===== config.mk =====
export PLATFORM = sky130hd
export DESIGN_NAME = edge_period_frequency_meter_core
export DESIGN_NICKNAME = d
export VERILOG_FILES = /design/src/rtl/core/epfm_pkg.sv /design/src/rtl/core/edge_period_frequency_meter_core.sv /design/src/rtl/core/epfm_ctrl.sv /design/src/rtl/core/epfm_dp.sv
export SDC_FILE = /design/constraint.sdc
export NUM_CORES = 1
export LEC_CHECK = 0
export ABC_AREA = 0
export BUFFER_PORTS_ARGS = -buffer_cell sky130_fd_sc_hd__buf_2
export CORE_ASPECT_RATIO = 1.1
export CORE_MARGIN = 1.5
export CORE_UTILIZATION = 29
export CTS_CLUSTER_DIAMETER = 60
export DETAILED_ROUTE_END_ITERATION = 8
export PLACE_DENSITY = 0.43
export SYNTH_ARGS = -nofsm -noshare
export SYNTH_HDL_FRONTEND = slang
export SYNTH_SLANG_ARGS = --single-unit

===== constraint.sdc =====
create_clock -name clk -period 8.1 [get_ports clk]
set_input_delay 1.215 -clock clk [delete_from_list [all_inputs] [get_ports clk]]
set_output_delay 1.215 -clock clk [all_outputs]
set_load 0.01 [all_outputs]

===== src/rtl/core/epfm_pkg.sv =====
// Shared constants and control types for the edge period and frequency meter.
package epfm_pkg;

  localparam int unsigned COUNTER_BITS_DEFAULT = 16;
  localparam int unsigned TPS_BITS             = 24;
  localparam int unsigned FRAC_BITS            = 8;
  localparam int unsigned DIV_BITS             = TPS_BITS + FRAC_BITS;
  localparam int unsigned PERIOD_BITS          = 16;
  localparam int unsigned FREQ_BITS            = 32;
  localparam int unsigned STATUS_BITS          = 2;
  localparam int unsigned IN_DATA_BITS         = 8;
  localparam int unsigned OUT_DATA_BITS        = PERIOD_BITS + FREQ_BITS;

  localparam logic [TPS_BITS-1:0] TPS_RESET = TPS_BITS'(1000000);

  localparam logic [STATUS_BITS-1:0] STATUS_OK   = 2'd0;
  localparam logic [STATUS_BITS-1:0] STATUS_ZERO = 2'd1;
  localparam logic [STATUS_BITS-1:0] STATUS_WRAP = 2'd2;

  typedef struct packed {
    logic accept;    // input request taken this cycle
    logic div_step;  // one quotient bit
    logic load_out;  // move result into output register
  } cmd_t;

  typedef struct packed {
    logic result;    // offered request carries the closing edge
    logic error;     // that result carries no division
    logic out_free;  // output register can take a result
  } sts_t;

endpackage


===== src/rtl/core/edge_period_frequency_meter_core.sv =====
// Edge period and frequency meter: top level joining sequencer and datapath.
//
// One input request per prescaled timer tick on s_*; s_tdata[0] flags a rising
// edge of the measured signal in that tick. The first edge captures the tick
// counter, the closing edge reports period and frequency, clears the counter
// and disarms. cfg_* writes the reference tick rate (reset value 1000000); it
// is always ready. It must be written only while the meter is idle; the block
// itself does not enforce this. A tick without a result is taken in the idle
// state and leaves the sequencer idle. The reporting tick starts a restoring
// divider that yields one quotient bit per cycle. An error result (wrap or zero
// period) skips the divider and goes straight from idle to the done state.
// The divider loop has 32 steps, one for each quotient bit.
// m_* holds its result until taken; the next tick is accepted while it waits,
// but a new result waits in the sequencer until the output register frees.
// Synchronous reset clears counter, capture, arm state and output valid.
module edge_period_frequency_meter_core #(
  parameter int unsigned COUNTER_BITS = epfm_pkg::COUNTER_BITS_DEFAULT
) (
  input  logic                                clk,
  input  logic                                rst,
  input  logic                                cfg_valid,
  output logic                                cfg_ready,
  input  logic [epfm_pkg::TPS_BITS-1:0]       cfg_data,
  input  logic                                s_tvalid,
  output logic                                s_tready,
  input  logic [epfm_pkg::IN_DATA_BITS-1:0]   s_tdata,   // [0] rising_edge
  output logic                                m_tvalid,
  input  logic                                m_tready,
  output logic [epfm_pkg::OUT_DATA_BITS-1:0]  m_tdata,   // [15:0] period_ticks, [47:16] frequency_q8
  output logic [epfm_pkg::STATUS_BITS-1:0]    m_tuser    // [1:0] status
);
  import epfm_pkg::*;

  cmd_t cmd;
  sts_t sts;

  assign cfg_ready = 1'b1;

  epfm_ctrl u_ctrl (
    .clk      (clk),
    .rst      (rst),
    .s_tvalid (s_tvalid),
    .s_tready (s_tready),
    .sts      (sts),
    .cmd      (cmd)
  );

  epfm_dp #(
    .COUNTER_BITS (COUNTER_BITS)
  ) u_dp (
    .clk         (clk),
    .rst         (rst),
    .cfg_valid   (cfg_valid),
    .cfg_data    (cfg_data),
    .rising_edge (s_tdata[0]),
    .cmd         (cmd),
    .sts         (sts),
    .m_tready    (m_tready),
    .m_tvalid    (m_tvalid),
    .m_tdata     (m_tdata),
    .m_tuser     (m_tuser)
  );

`ifndef SYNTH
  a_result_blocks_input: assert property (@(posedge clk) disable iff (rst)
    s_tvalid && s_tready && sts.result |=> !s_tready)
    else $error("input still ready after a reporting request");

  a_error_fields_zero: assert property (@(posedge clk) disable iff (rst)
    m_tvalid && (m_tuser != STATUS_OK) |-> (m_tdata == '0))
    else $error("error result carries nonzero fields");

  a_ok_period_nonzero: assert property (@(posedge clk) disable iff (rst)
    m_tvalid && (m_tuser == STATUS_OK) |-> (m_tdata[PERIOD_BITS-1:0] != '0))
    else $error("valid result with zero period");
`endif

endmodule


===== src/rtl/core/epfm_ctrl.sv =====
// Sequencer for the edge period and frequency meter: accept, divide, deliver.
module epfm_ctrl (
  input  logic               clk,
  input  logic               rst,
  input  logic               s_tvalid,
  output logic               s_tready,
  input  epfm_pkg::sts_t     sts,
  output epfm_pkg::cmd_t     cmd
);
  import epfm_pkg::*;

  localparam int unsigned CntW = $clog2(DIV_BITS);

  typedef enum logic [1:0] {
    ST_IDLE,
    ST_DIVIDE,
    ST_DONE
  } state_t;

  state_t          state;
  logic [CntW-1:0] cnt;

  assign s_tready     = (state == ST_IDLE);
  assign cmd.accept   = (state == ST_IDLE) && s_tvalid;
  assign cmd.div_step = (state == ST_DIVIDE);
  assign cmd.load_out = (state == ST_DONE) && sts.out_free;

  always_ff @(posedge clk) begin
    if (rst) begin
      state <= ST_IDLE;
      cnt   <= '0;
    end else begin
      unique case (state)
        ST_IDLE: begin
          if (cmd.accept && sts.result) begin
            if (sts.error) begin
              state <= ST_DONE;
            end else begin
              state <= ST_DIVIDE;
              cnt   <= CntW'(DIV_BITS - 1);
            end
          end
        end
        ST_DIVIDE: begin
          if (cnt == '0) begin
            state <= ST_DONE;
          end else begin
            cnt <= cnt - 1'b1;
          end
        end
        ST_DONE: begin
          if (sts.out_free) begin
            state <= ST_IDLE;
          end
        end
        default: state <= ST_IDLE;
      endcase
    end
  end

endmodule


===== src/rtl/core/epfm_dp.sv =====
// Datapath: tick counter, edge capture, restoring divider and output register.
module epfm_dp #(
  parameter int unsigned COUNTER_BITS = epfm_pkg::COUNTER_BITS_DEFAULT
) (
  input  logic                                clk,
  input  logic                                rst,
  input  logic                                cfg_valid,
  input  logic [epfm_pkg::TPS_BITS-1:0]       cfg_data,
  input  logic                                rising_edge,
  input  epfm_pkg::cmd_t                      cmd,
  output epfm_pkg::sts_t                      sts,
  input  logic                                m_tready,
  output logic                                m_tvalid,
  output logic [epfm_pkg::OUT_DATA_BITS-1:0]  m_tdata,
  output logic [epfm_pkg::STATUS_BITS-1:0]    m_tuser
);
  import epfm_pkg::*;

  logic [TPS_BITS-1:0]     tps;
  logic [COUNTER_BITS-1:0] tick_counter;
  logic [COUNTER_BITS-1:0] first_capture;
  logic                    armed;
  logic                    wrapped;

  logic [COUNTER_BITS-1:0] period_now;
  logic [COUNTER_BITS-1:0] period_r;
  logic [STATUS_BITS-1:0]  status_r;
  logic [DIV_BITS-1:0]     quot;
  logic [COUNTER_BITS-1:0] rem;
  logic [COUNTER_BITS:0]   rem_sh;
  logic [COUNTER_BITS:0]   diff;
  logic [31:0]             period_wide;
  logic [PERIOD_BITS-1:0]  period_shown;
  logic                    result_now;

  assign period_now = tick_counter - first_capture;
  assign result_now = armed && rising_edge;

  assign sts.result   = result_now;
  assign sts.error    = wrapped || (period_now == '0);
  assign sts.out_free = !m_tvalid || m_tready;

  assign rem_sh = {rem, quot[DIV_BITS-1]};
  assign diff   = rem_sh - {1'b0, period_r};

  assign period_wide  = 32'(period_r);
  assign period_shown = (|period_wide[31:PERIOD_BITS]) ? '1 : period_wide[PERIOD_BITS-1:0];

  always_ff @(posedge clk) begin
    if (rst) begin
      tps           <= TPS_RESET;
      tick_counter  <= '0;
      first_capture <= '0;
      armed         <= 1'b0;
      wrapped       <= 1'b0;
      m_tvalid      <= 1'b0;
    end else begin
      if (cfg_valid) begin
        tps <= cfg_data;
      end
      if (cmd.accept) begin
        if (result_now) begin
          tick_counter  <= '0;
          first_capture <= '0;
          armed         <= 1'b0;
          wrapped       <= 1'b0;
        end else begin
          tick_counter <= tick_counter + COUNTER_BITS'(1);
          if (rising_edge) begin
            first_capture <= tick_counter;
            armed         <= 1'b1;
          end
          wrapped <= (wrapped && !rising_edge) || ((armed || rising_edge) && (&tick_counter));
        end
      end
      if (cmd.load_out) begin
        m_tvalid <= 1'b1;
      end else if (m_tready) begin
        m_tvalid <= 1'b0;
      end
    end
  end

  always_ff @(posedge clk) begin
    if (cmd.accept && result_now) begin
      period_r <= period_now;
      if (wrapped) begin
        status_r <= STATUS_WRAP;
      end else if (period_now == '0) begin
        status_r <= STATUS_ZERO;
      end else begin
        status_r <= STATUS_OK;
      end
      quot <= {tps, FRAC_BITS'(0)};
      rem  <= '0;
    end else if (cmd.div_step) begin
      if (!diff[COUNTER_BITS]) begin
        rem  <= diff[COUNTER_BITS-1:0];
        quot <= {quot[DIV_BITS-2:0], 1'b1};
      end else begin
        rem  <= rem_sh[COUNTER_BITS-1:0];
        quot <= {quot[DIV_BITS-2:0], 1'b0};
      end
    end
    if (cmd.load_out) begin
      if (status_r == STATUS_OK) begin
        m_tdata <= {FREQ_BITS'(quot), period_shown};
      end else begin
        m_tdata <= '0;
      end
      m_tuser <= status_r;
    end
  end

endmodule

==> run metrics <==
pwr/cell area 246.2 nW/µm²; DR vias/cell ~4.8; first-pass GRT wire length 32110 µm; worst slack at placement 4.355 ns; post-CTS setup buffers 0; Worst Setup Start Kind flip-flop; Nets 966; grt met2 use about 22%; met1 global-route usage 17.24%; WP buf/inv 1; delay-heaviest family, CP compound AO/OA/AOI/OAI gates; Die Span Y 185.7 µm; HPWL Detailed 13570 µm; post-layout util 34.23%; Pleak approximately 4.0 nW; Max Root-Sink Buffers 2; relative slew slack 25.28%; Critical Path AT 4.07 ns; Placer Congestion 0.7437; root buffer cell clkbuf_16; Reg clk slew, reported paths 0.07 ns; final WL slightly below 20000 µm; R2R Path Start u_dp.quot[31]; Final Slew Violations 0; H-tree lvl count 4; WS Path Type reg -> reg; Initial Util 29.59%; register area share after synthesis about half; syn avg cell area around 11 µm²; f_max 0.2705 GHz; crit-path most repeated cell a2111oi_4; grt total ovfl 0; most common cell after layout, fill and taps aside edfxtp_1; CTS-repair resized insts 0; Synth Register Bits 182; status complete, no violations; CTS Buf Count 17; gr busiest metal met2; # hold bufs at CTS 0; instance count on the critical path 12; synth warn 0; Max Clock Skew between 0.009 and 0.01 ns; Post-synth EDFFs 92; total die area 31390 µm²; period utilization between 40% and 50%; Cells after DPL 1248; syn_nets 900; initial antenna violation count 0; reg-to-reg endpoint u_dp.rem[0]; Final ANT Viol Nets 0; RSZ-0062 raised after global routing false; Max-cap violations 0; CP endpoint u_dp.rem[0]; vias in the first global route ~6100; router iterations before antenna repair 4; CTS tree done; Netlist cell types 75; # IOs 90; gr usage total 13.15%; drt wl/cell 15.47 µm; Setup TNS 0 ns; ys async rst share 0%; maximum fanout along the worst path 19; vias 6088; area of the mapped netlist 8796 µm²; Layout Cells excl Fill 1280; Crit path largest cell delay ~0.7 ns; Chip Width between 150 and 200 µm; fraction of layout cells with a size suffix above 1 15.45%; # diodes 0; Synth Flop Type edfxtp_1; Critical Path End Type flip-flop; Setup-failing EPs final 0; min Tclk post-route 3.696 ns; 1st-iter DRT viols 343; Worst Hold Class reg -> reg; setup ws final roughly 4.4 ns; P&R area growth vs syn 15.68%; DRC errors left 0; Post-Syn Instances between 800 and 900; R2R setup slack 4.40 ns; Hold Startpoint u_dp.quot[2]; CP Cell Sequence inv_1, ha_1, fa_1, nor2b_1, o31ai_4, a2111oi_4, a2111oi_4, o31ai_1, a21oi_2, xnor2_4, mux2_1, o21ai_1; worst slew pin tran 1.118 ns; maximum vdd drop around 0.00011 V; core area 29730 µm²; clock sink count 182; most frequent cells in the layout edfxtp_1, dfxtp_1, buf_2; Clock Latency Late Sink 0.43 ns; largest net degree at the start of global routing 55; Reg2Reg Depth 12; I/O Buffers 81; Final Hold Viols 0; std cell rows 66; met3 Use GR 2.339%; slowest library cell on the worst path xnor2_4; CP required 8.47 ns; crit path launch u_dp.quot[31]
[logic make-up (layout without fill, tap and decap cells)]
| kind of cell | after synthesis | after routing | share of synthesized area [%] |
|---|---|---|---|
| flip-flops | 182 | 182 | 51.89 |
| AND/OR/NAND/NOR | 275 | 275 | 16.24 |
| XOR/XNOR | 38 | 38 | 3.997 |
| other | 1 | 1 | 0.04263 |
| multiplexers | 33 | 33 | 3.770 |
| AO/OA/AOI/OAI | 173 | 173 | 14.82 |
| adder cells (fa/ha/maj) | 36 | 36 | 5.292 |
| buffers and inverters | 89 | 168 | 3.940 |
[Yosys cell counts, types with 2 or more instances]
cell type	count	area share, %
nand2_1	41	1.7
o21ai_1	15	0.85
o41ai_2	2	0.37
a31o_1	2	0.20
a21oi_1	43	2.4
nand3b_1	2	0.17
a211o_1	11	1.1
nor3b_1	14	1.2
nand4_1	6	0.43
fa_1	2	0.46
xor2_1	16	1.6
o31ai_1	3	0.26
nand3_1	25	1.4
nor3_1	35	2.0
o2111ai_1	2	0.20
edfxtp_1	92	31
a2111oi_4	2	0.63
a21o_1	8	0.68
o21a_1	11	0.94
ha_1	34	4.8
and3_1	7	0.50
inv_1	47	2.0
nor2_1	73	3.1
o211ai_1	3	0.26
mux2i_1	32	3.6
and2_1	34	2.4
nor2b_1	13	0.92
dfxtp_1	90	20
or3_1	6	0.43
nor4_1	2	0.14
nand2b_1	8	0.57
xnor2_1	21	2.1
a21boi_0	2	0.17
clkbuf_1	34	1.5
a211oi_1	4	0.34
buf_1	4	0.17
o21ai_0	18	1.0
a22o_1	25	2.5
nor4b_4	2	0.54
[power breakdown]
group	switching [W]	internal, W	total (W)
sequential	0.0000623	0.00104	0.00110
clock	0.000389	0.000467	0.000856
combinational	0.000297	0.000248	0.000545
[layer usage]
metal / wire length (µm) / part of all wire, %
met5: 0 / 0
met1: 9765 / 49
met3: 475 / 2.4
met2: 9183 / 46
met4: 374 / 1.9
[worst min path at each step]
stage	to	cells past startpoint	slack [ns]
floorplan	u_dp.m_tuser[1]	0	0.42
global placement	u_dp.quot[3]	2	0.46
detailed placement	u_dp.quot[2]	2	0.47
CTS	u_dp.quot[2]	2	0.48
global route	u_dp.rem[2]	2	0.51
finish	u_dp.quot[2]	2	0.47
[worst reg2reg max path: cells and delay by family (launching register included)]
kind,cells,cell delay (ns)
buf+inv,1,0.10
fa+ha+maj,2,0.67
flops,1,0.36
simple gates,1,0.25
compound gates,6,1.18
xor+xnor,1,0.68
mux,1,0.39
[cell type report]
type	count	area (µm²)
multi-input cells	556	3902
clock buffers	18	429.2
clock inverters	14	172.7
well taps	374	467.9
flip-flops and latches	182	4564
fillers	3070	19550
inverters	48	180.2
repair buffers	88	457.9
[metrics by stage]
stage | cell area [µm²] | total power (W) | hold slack (ns)
2_1_floorplan | 8796 | 0.001565 | 0.4244
3_3_place_gp | 9573 | 0.001671 | 0.4568
3_5_place_dp | 9573 | 0.001673 | 0.4658
4_1_cts | 10170 | 0.002540 | 0.4791
5_1_grt | 10170 | 0.002652 | 0.5063
6_report | 10170 | 0.002505 | 0.4732
[registers in the layout, indices dropped and copies added (netlist names)]
register,flops
u_dp.m_tuser,2
u_ctrl.state,2
u_dp.status_r,2
u_dp.period_r,16
u_dp.tick_counter,16
u_dp.quot,32
u_dp.rem,16
u_dp.wrapped,1
u_dp.armed,1
u_ctrl.cnt,5
u_dp.m_tvalid,1
u_dp.first_capture,16
u_dp.tps,24
u_dp.m_tdata,48
(Power assumes the default switching activity.)
